$ cat config.mk
export PLATFORM = sky130hd
export DESIGN_NAME = mmsr_mac
export DESIGN_NICKNAME = d
export VERILOG_FILES = /design/src/rtl/mmsr_pkg.sv /design/src/rtl/mmsr_mac.sv
export SDC_FILE = /design/constraint.sdc
export NUM_CORES = 1
export LEC_CHECK = 0
export BUFFER_PORTS_ARGS = -buffer_cell sky130_fd_sc_hd__buf_2
export CAP_MARGIN = 20
export CORE_AREA = 4 4 186 188
export DETAILED_ROUTE_END_ITERATION = 7
export DIE_AREA = 0 0 190 192
export GPL_ROUTABILITY_DRIVEN = 0
export GPL_TIMING_DRIVEN = 0
export PLACE_DENSITY_LB_ADDON = 0.1
export SLEW_MARGIN = 40
export SYNTH_ARGS = -nofsm -noshare
export SYNTH_HDL_FRONTEND = slang
export SYNTH_SLANG_ARGS = --single-unit
$ cat constraint.sdc
create_clock -name clk_i -period 7.9 [get_ports clk_i]
set_input_delay 0.79 -clock clk_i [delete_from_list [all_inputs] [get_ports clk_i]]
set_output_delay 0.79 -clock clk_i [all_outputs]
set_load 0.05 [all_outputs]
$ cat src/rtl/mmsr_pkg.sv
// shared types and constants of the streamed matrix multiply
package mmsr_pkg;

  localparam int unsigned CFG_W = 7;
  localparam int unsigned CFG_IDX_W = 2;
  localparam int unsigned POS_W = 6;
  localparam int unsigned DOT_W = 38;

  typedef enum logic [CFG_IDX_W-1:0] {
    CFG_INNER = 2'd0,
    CFG_COLS  = 2'd1,
    CFG_ROWS  = 2'd2
  } cfg_idx_e;

  typedef enum logic {
    ACT_WEIGHT = 1'b0,
    ACT_STREAM = 1'b1
  } action_e;

  // control that travels with each pair of operands
  typedef struct packed {
    logic             vld;
    logic             first;
    logic             last;
    logic             row_done;
    logic             matrix_done;
    logic [POS_W-1:0] col;
    logic [POS_W-1:0] row;
  } tag_t;

endpackage

$ cat src/rtl/mmsr_mac.sv
// multiply and accumulate stage with the result output register
module mmsr_mac #(
  parameter int unsigned DATA_BITS = 16
) (
  input  logic                                    clk_i,
  input  logic                                    rst_ni,
  input  logic signed [DATA_BITS-1:0]             a_i,
  input  logic signed [DATA_BITS-1:0]             b_i,
  input  mmsr_pkg::tag_t                          tag_i,
  output logic                                    adv_o,
  output logic                                    busy_o,
  output logic                                    out_valid_o,
  input  logic                                    out_ready_i,
  output logic signed [mmsr_pkg::DOT_W-1:0]       dot_value_o,
  output logic        [mmsr_pkg::POS_W-1:0]       result_row_o,
  output logic        [mmsr_pkg::POS_W-1:0]       result_col_o,
  output logic                                    row_done_o,
  output logic                                    matrix_done_o
);

  localparam int unsigned PROD_W = 2 * DATA_BITS;
  localparam int unsigned EXT_W = (PROD_W > mmsr_pkg::DOT_W) ? PROD_W : mmsr_pkg::DOT_W;

  mmsr_pkg::tag_t                     tag_q;
  logic signed [PROD_W-1:0]           prod_q;
  logic signed [EXT_W-1:0]            prod_ext;
  logic signed [mmsr_pkg::DOT_W-1:0]  acc_q;
  logic signed [mmsr_pkg::DOT_W-1:0]  sum;
  logic                               out_valid_q;
  logic                               adv;
  logic                               load;

  // a finished column waits here only if the output word is still unread
  assign adv = !(tag_q.vld && tag_q.last && out_valid_q && !out_ready_i);
  assign load = adv && tag_q.vld && tag_q.last;

  assign prod_ext = EXT_W'(prod_q);
  assign sum = (tag_q.first ? '0 : acc_q) + mmsr_pkg::DOT_W'(prod_ext);

  always_ff @(posedge clk_i or negedge rst_ni) begin
    if (!rst_ni) begin
      tag_q <= '0;
      out_valid_q <= 1'b0;
    end else begin
      if (adv) begin
        tag_q <= tag_i;
      end
      if (load) begin
        out_valid_q <= 1'b1;
      end else if (out_ready_i) begin
        out_valid_q <= 1'b0;
      end
    end
  end

  always_ff @(posedge clk_i) begin
    if (adv) begin
      prod_q <= a_i * b_i;
      if (tag_q.vld) begin
        acc_q <= sum;
      end
    end
    if (load) begin
      dot_value_o <= sum;
      result_row_o <= tag_q.row;
      result_col_o <= tag_q.col;
      row_done_o <= tag_q.row_done;
      matrix_done_o <= tag_q.matrix_done;
    end
  end

  assign adv_o = adv;
  assign busy_o = tag_q.vld;
  assign out_valid_o = out_valid_q;

endmodule

==> qor_table.md, run 1 <==
| Parameter | Reported | Unit |
| --- | --- | --- |
| Final ANT Viol Nets | 0 | - |
| Crit path buf inv count | 7 | - |
| Type of element capturing the critical path | register | - |
| Share of the cycle needed by the critical path after routing | 91.1 | % |
| Number of top-level pins | 107 | - |
| Critical Path Max Stage Delay | 540 | ps |
| Gate count of the mapped netlist | 1,536 | - |
| Finished Core Util | 54.6 | % |
| DRC violations left | 0 | - |
| Synth async-reset ratio | 12.9 | % |
| Most frequent cell on the critical path | sky130_fd_sc_hd__fa_1 | - |
| Die ar. | 36,500 | um^2 |
| Number of buffers added by the clock tree synthesis step | 17 | - |
| Drt via density | 5.06 | - |
| Placed cells | 2,094 | - |
| CTS hold repair buffers | 0 | - |
| TritonCTS clock tree | built | - |
| Setup repair after global routing missed its margin | no | - |
| Initial antenna violation count | 0 | - |
| Max-Cap Viols | 0 | - |
| Leading cell types by count after synthesis | sky130_fd_sc_hd__inv_1 (296), sky130_fd_sc_hd__fa_1 (263), sky130_fd_sc_hd__nand2_1 (133), sky130_fd_sc_hd__and2_1 (128), sky130_fd_sc_hd__edfxtp_1 (122) | - |
| Largest area contributor in the synthesized netlist | sky130_fd_sc_hd__fa_1 | - |
| Number of synthesized flops with an enable pin | 122 | - |
| Synthesis warning total | 0 | - |
| Required arrival time at the worst endpoint | 8050 | ps |
| Combined area of all synthesized cells | 16,300 | um^2 |
| Critical path data arrival time | 7350 | ps |
| Buffers added on ports | 106 | - |
| Total setup violations reported at the end of the flow | 0 | - |
| Starting density of the core | 49.1 | % |
| Avg Inst Size Synth | 10.6 | um^2 |
| Largest net degree at the start of global routing | 43 | - |
| Count of endpoints failing hold in the final timing report | 0 | - |
| GRT Residual Overflow | 0 | - |
| Start of the worst register-to-register path | tag_q[15] | - |
| 1st-pass router iterations | 4 | - |
| Number of cells traversed by the worst register-to-register path | 12 | - |
| Worst-case register-to-register setup slack | 3660 | ps |
| Clk sink count | 140 | - |
| Capturing element of the worst setup path | prod_q[31] | - |
| Final std cells w/o fill | 2,126 | - |
| Area share of the leading cell type in the synthesized netlist | 32.4 | % |
| Synth Register Bits | 140 | - |
| Vias in the first global route | 11,269 | - |
| Global-route wire length before repair | 59,700 | um |
| Relative area change from synthesis to final layout | 11.1 | % |
| Fraction of final layout cells with drive strength greater than 1 | 10.6 | % |
| Top delay family on crit path | adder cells | - |
| Commonest register cell after synthesis | sky130_fd_sc_hd__edfxtp_1 | - |
| Core region area | 33,100 | um^2 |
| Setup_tns | 0 | ps |
| Max FO, Critical Path | 10 | - |
| Number of nets in the layout | 2,099 | - |
| DIE WIDTH | 190 | um |
| Detailed Route Iter0 Violations | 488 | - |
| Average wire per standard cell | 17.2 | um |
| Slew margin rel. | 55.9 | % |
| Crit path cell chain | buf_2 -> clkbuf_1 -> nand2_1 -> inv_1 -> fa_1 -> inv_1 -> fa_1 -> fa_1 -> inv_1 -> fa_1 -> fa_1 -> inv_1 -> fa_1 -> inv_1 -> ha_1 -> a21oi_1 -> a21boi_0 -> a311oi_1 -> a21oi_1 -> o41ai_2 -> o21ai_2 -> a211o_1 -> a21oi_2 -> xnor2_1 | - |
| Clock input transition at the sequential cells of the worst setup and hold paths | 60 | ps |
| Overall fraction of global-route tracks in use | 20.7 | % |
| # diodes | 0 | - |
| Post-synth net total | 1,970 | - |
| Least-Margin Pin Slew | 652 | ps |
| Cell with the most instances after synthesis | sky130_fd_sc_hd__inv_1 | - |
| Post-synthesis sequential area ratio | 25.3 | % |
| Vias | 10,749 | - |
| Maximum clock skew at final layout | 7.30 | ps |
| Number of cell rows | 67 | - |
| Min-Delay Path Class | in2async | - |
| Critical path depth | 24 | - |
| DP HPWL | 30,300 | um |
| CTS root buf | sky130_fd_sc_hd__clkbuf_16 | - |
| Count of instances resized after the clock tree is built | 0 | - |
| Classification of the worst setup path | in2reg | - |
| Slowest cell on crit path | sky130_fd_sc_hd__o41ai_2 | - |
| Setup Buffers After CTS | 0 | - |
| Floorplan die height | 192 | um |
| Unique cell type count in the Yosys netlist | 56 | - |
| Result of the run | completed | - |
| Final max-slew violation count | 0 | - |
| Cell types with the largest area share after synthesis | sky130_fd_sc_hd__fa_1 (32%), sky130_fd_sc_hd__edfxtp_1 (23%), sky130_fd_sc_hd__ha_1 (9.2%) | - |
| Reg-to-reg critical path endpoint | dot_value_o[36] | - |
| Max Clock Freq | 139 | MHz |
| Launch point of the worst path | a_i[15] | - |
| Drt total wl | 36,600 | um |
| H-tree lvl count | 4 | - |
| Startpoint Class | primary input | - |
| Period minus WS final | 7200 | ps |
| Maximum root-to-sink buffer count | 2 | - |
| Clock latency at the later pin of the worst-skew pair | 420 | ps |
[final cells by class]
class	count	area (um^2)
Sequential cell	140	4110
Fill cell	3001	15000
Buffer	40	154
Tap cell	448	561
Timing Repair Buffer	110	633
Clock inverter	13	141
Inverter	296	1110
Clock buffer	19	454
Multi-Input combinational cell	1060	10900
[registers in the layout, indices dropped and copies added (netlist names)]
register	cells
result_row_o	6
matrix_done_o	1
busy_o	1
tag_q	16
acc_q	38
out_valid_o	1
dot_value_o	38
result_col_o	6
row_done_o	1
prod_q	32
[through the flow]
step / hold WS [ps] / setup slack, ps / instance area, um^2
after floorplan: 421 / 1320 / 16300
after global placement: 423 / 321 / 17400
after detailed placement: 431 / 233 / 17500
after CTS: 298 / 674 / 18100
after global routing: 319 / 398 / 18100
final: 301 / 700 / 18100
[worst register-to-register path, cell delays in order, from the launching register on]
cell	delay (ps)
sky130_fd_sc_hd__dfrtp_1	380
sky130_fd_sc_hd__clkbuf_1	490
sky130_fd_sc_hd__clkbuf_1	430
sky130_fd_sc_hd__nor2b_1	130
sky130_fd_sc_hd__ha_1	280
sky130_fd_sc_hd__clkbuf_1	190
sky130_fd_sc_hd__a21o_1	210
sky130_fd_sc_hd__a2111oi_0	470
sky130_fd_sc_hd__a21oi_1	200
sky130_fd_sc_hd__o31ai_2	450
sky130_fd_sc_hd__o21ai_1	180
sky130_fd_sc_hd__nor4b_1	180
sky130_fd_sc_hd__or3_1	390
[kinds of logic (layout without fill, tap and decap cells)]
kind of cell	count (synthesis)	count (layout)	share of synthesized area (%)
muxes	15	15	1.04
adders and majority gates	382	382	41.5
DFF	140	140	25.3
xor gates and xnor gates	66	66	3.55
AOI/OAI and AO/OA	190	190	7.87
buffers and inverters	336	478	7.76
and+or+nand+nor	407	407	13.0
[per-layer routing]
layer  GRT usage, %  routed length (um)  vias to the layer above
li1               -                   -                     5130
met1           29.9               17400                     5301
met2           32.9               16400                      290
met3           4.05                2300                       28
met4           4.31                 501                        0
met5              0                   0                        -
[worst min path at each step]
stage / endpoint / slack [ps] / cells past startpoint
floorplan: matrix_done_o / 420 / 0
detailed placement: result_row_o[4] / 430 / 0
global route: out_valid_o / 320 / 1
CTS: busy_o / 300 / 1
finish: tag_q[6] / 300 / 1
global placement: result_col_o[5] / 420 / 0
[layout by cell type, fill, tap and decap left out, types with 5 or more instances in the layout]
master / n
sky130_fd_sc_hd__inv_1: 296
sky130_fd_sc_hd__fa_1: 263
sky130_fd_sc_hd__nand2_1: 133
sky130_fd_sc_hd__and2_1: 127
sky130_fd_sc_hd__edfxtp_1: 122
sky130_fd_sc_hd__ha_1: 119
sky130_fd_sc_hd__buf_2: 106
sky130_fd_sc_hd__a21oi_1: 59
sky130_fd_sc_hd__xnor2_1: 51
sky130_fd_sc_hd__nor2b_1: 46
sky130_fd_sc_hd__nor2_1: 44
sky130_fd_sc_hd__clkbuf_1: 40
sky130_fd_sc_hd__a21o_1: 32
sky130_fd_sc_hd__o21ai_0: 24
sky130_fd_sc_hd__dfrtp_1: 18
sky130_fd_sc_hd__clkbuf_16: 18
sky130_fd_sc_hd__nand2b_1: 16
sky130_fd_sc_hd__xor2_1: 15
sky130_fd_sc_hd__mux2_2: 15
sky130_fd_sc_hd__o21bai_1: 12
sky130_fd_sc_hd__o21a_1: 9
sky130_fd_sc_hd__a211oi_1: 8
sky130_fd_sc_hd__nand3_1: 7
sky130_fd_sc_hd__nor3_1: 7
sky130_fd_sc_hd__nand4_1: 5
sky130_fd_sc_hd__a31oi_1: 5
sky130_fd_sc_hd__inv_8: 5
Power of run 1 is left out: the tool's default activity adds up to more than one toggle a clock period on the data nets, which glitch-free logic cannot reach.
==> run 2, diff against run 1 <==
CTS_BUF_LIST = sky130_fd_sc_hd__clkbuf_8   (was not set)
CTS_CLUSTER_SIZE = 30   (was not set)
==> qor_table.md, run 2 (synthesis gave the netlist of run 1 again) <==
| Parameter | Reported | Unit | vs previous |
| --- | --- | --- | --- |
| Number of cell rows | 67 | - | unchanged |
| Critical Path Max Stage Delay | 540 | ps | about the same |
| Clk sink count | 140 | - | unchanged |
| Slew margin rel. | 56.0 | % | +0.14 points |
| Starting density of the core | 49.1 | % | unchanged |
| Min-Delay Path Class | in2async | - |  |
| Die ar. | 36,500 | um^2 | unchanged |
| Number of top-level pins | 107 | - | unchanged |
| Result of the run | completed | - |  |
| Leading cell type in the layout, fill and taps excluded | sky130_fd_sc_hd__inv_1 | - |  |
| Commonest non-fill, non-tap cells in the layout | sky130_fd_sc_hd__inv_1 (297), sky130_fd_sc_hd__fa_1 (263), sky130_fd_sc_hd__nand2_1 (133) | - |  |
| Worst-case register-to-register setup slack | 3690 | ps | +30 ps |
| Largest net degree at the start of global routing | 43 | - | unchanged |
| Share of the cycle needed by the critical path after routing | 90.6 | % | -0.53 points |
| Maximum root-to-sink buffer count | 2 | - | unchanged |
| Number of nets in the layout | 2,099 | - | unchanged |
| Max FO, Critical Path | 10 | - | unchanged |
| Buffers added on ports | 106 | - | unchanged |
| Count of instances resized after the clock tree is built | 0 | - | unchanged |
| Average wire per standard cell | 17.2 | um | -0.23% |
| Least-Margin Pin Slew | 650 | ps | -2.10 ps |
| DRC violations left | 0 | - | unchanged |
| Critical path data arrival time | 7340 | ps | about the same |
| Period minus WS final | 7160 | ps | -41.9 ps |
| # diodes | 0 | - | unchanged |
| Clock input transition at the sequential cells of the worst setup and hold paths | 90 | ps | +30 ps |
| Initial antenna violation count | 0 | - | unchanged |
| Most frequent cell on the critical path | sky130_fd_sc_hd__fa_1 | - |  |
| CTS root buf | sky130_fd_sc_hd__clkbuf_8 | - |  |
| Setup repair after global routing missed its margin | no | - |  |
| TritonCTS clock tree | built | - |  |
| CTS hold repair buffers | 0 | - | unchanged |
| Placed cell areas | 17,500 | um^2 | unchanged |
| Setup_tns | 0 | ps | unchanged |
| DIE WIDTH | 190 | um | unchanged |
| Number of buffers added by the clock tree synthesis step | 17 | - | unchanged |
| Crit path buf inv count | 7 | - | unchanged |
| Overall fraction of global-route tracks in use | 20.6 | % | -0.053 points |
| Relative area change from synthesis to final layout | 9.94 | % |  |
| Total setup violations reported at the end of the flow | 0 | - | unchanged |
| Vias | 10,792 | - | +0.40% |
| Required arrival time at the worst endpoint | 8080 | ps | +30 ps |
| 1st-pass router iterations | 6 | - | +2 |
| Launch point of the worst path | a_i[15] | - |  |
| Final ANT Viol Nets | 0 | - | unchanged |
| Global-route wire length before repair | 59,600 | um | -0.13% |
| Max-Cap Viols | 0 | - | unchanged |
| Drt total wl | 36,600 | um | -0.23% |
| Area of all placed cells without fillers | 17,900 | um^2 | -1.0% |
| Floorplan die height | 192 | um | unchanged |
| Startpoint Class | primary input | - |  |
| Detailed Route Iter0 Violations | 443 | - | -9.2% |
| Classification of the worst setup path | in2reg | - |  |
| H-tree lvl count | 4 | - | unchanged |
| Count of endpoints failing hold in the final timing report | 0 | - | unchanged |
| Crit path cell chain | buf_2 -> clkbuf_1 -> nand2_1 -> inv_1 -> fa_1 -> inv_1 -> fa_1 -> fa_1 -> inv_1 -> fa_1 -> fa_1 -> inv_1 -> fa_1 -> inv_1 -> ha_1 -> a21oi_1 -> a21boi_0 -> a311oi_1 -> a21oi_1 -> o41ai_2 -> o21ai_2 -> a211o_1 -> a21oi_2 -> xnor2_1 | - |  |
| Reg-to-reg critical path endpoint | dot_value_o[36] | - |  |
| Top delay family on crit path | adder cells | - |  |
| Maximum clock skew at final layout | 15.5 | ps | +8.19 ps |
| Start of the worst register-to-register path | tag_q[15] | - |  |
| Clock latency at the later pin of the worst-skew pair | 440 | ps | +20 ps |
| Final max-slew violation count | 0 | - | unchanged |
| Type of element capturing the critical path | register | - |  |
| Registers with the highest flip-flop counts | acc_q: 38 flops, dot_value_o: 38 flops, prod_q: 32 flops | - |  |
| Slowest cell on crit path | sky130_fd_sc_hd__o41ai_2 | - |  |
| Vias in the first global route | 11,239 | - | -0.27% |
| Number of cells traversed by the worst register-to-register path | 12 | - | unchanged |
| GRT Residual Overflow | 0 | - | unchanged |
| DP HPWL | 30,300 | um | unchanged |
| Drt via density | 5.08 | - | +0.40% |
| Setup Buffers After CTS | 0 | - | unchanged |
| Max Clock Freq | 140 | MHz | +0.59% |
| Core region area | 33,100 | um^2 | unchanged |
| Fraction of final layout cells with drive strength greater than 1 | 10.6 | % | unchanged |
## run 2: cell count changes in the layout (fill, tap and decap cells not counted)
cell	before	now
sky130_fd_sc_hd__clkbuf_16	18	0
sky130_fd_sc_hd__clkbuf_8	0	17
sky130_fd_sc_hd__bufinv_16	1	2
sky130_fd_sc_hd__clkbuf_1	40	39
sky130_fd_sc_hd__inv_1	296	297
## run 2: per-layer routing
layer  up-vias  track usage [%]  share of wire (%)
li1       5135                -                  -
met1      5324             29.9                 47
met2       308             32.8                 45
met3        25             4.16                6.4
met4         0             4.06                1.3
met5         -                0                  0
## run 2: cell type report
type                    instances  area, um^2
fillers                      3025       15200
multi-input cells            1060       10900
flip-flops and latches        140        4110
inverters                     296        1110
repair buffers                110         633
well taps                     448         561
clock buffers                  17         234
clock inverters                15         175
plain buffers                  40         154
## run 2: through the flow
| stage | std cells | hold WS (ps) | util [%] | worst slack [ps] |
|---|---|---|---|---|
| 5_1_grt | 2126 | 260 | 54.0 | 445 |
| 3_3_place_gp | 2090 | 423 | 52.4 | 321 |
| 3_5_place_dp | 2094 | 431 | 52.8 | 233 |
| 6_report | 2126 | 266 | 54.0 | 742 |
| 4_1_cts | 2126 | 243 | 54.0 | 724 |
| 2_1_floorplan | 1536 | 421 | - | 1320 |
## run 2: worst register-to-register path, cell delays in order (launching register included)
cell and delay, ps:
sky130_fd_sc_hd__dfrtp_1 390, sky130_fd_sc_hd__clkbuf_1 480, sky130_fd_sc_hd__clkbuf_1 430, sky130_fd_sc_hd__nor2b_1 130, sky130_fd_sc_hd__ha_1 280, sky130_fd_sc_hd__clkbuf_1 180
sky130_fd_sc_hd__a21o_1 200, sky130_fd_sc_hd__a2111oi_0 460, sky130_fd_sc_hd__a21oi_1 200, sky130_fd_sc_hd__o31ai_2 430, sky130_fd_sc_hd__o21ai_1 180, sky130_fd_sc_hd__nor4b_1 180
sky130_fd_sc_hd__or3_1 390
## run 2: how the worst max path moves through the flow
stage          depth (start not counted)  slack, ps         end
2_1_floorplan                         20       1320  prod_q[31]
3_3_place_gp                          24        320  prod_q[31]
3_5_place_dp                          24        230  prod_q[31]
4_1_cts                               24        720  prod_q[31]
5_1_grt                               24        440  prod_q[31]
6_report                              24        740  prod_q[31]
Power of run 2 is left out for the same reason.
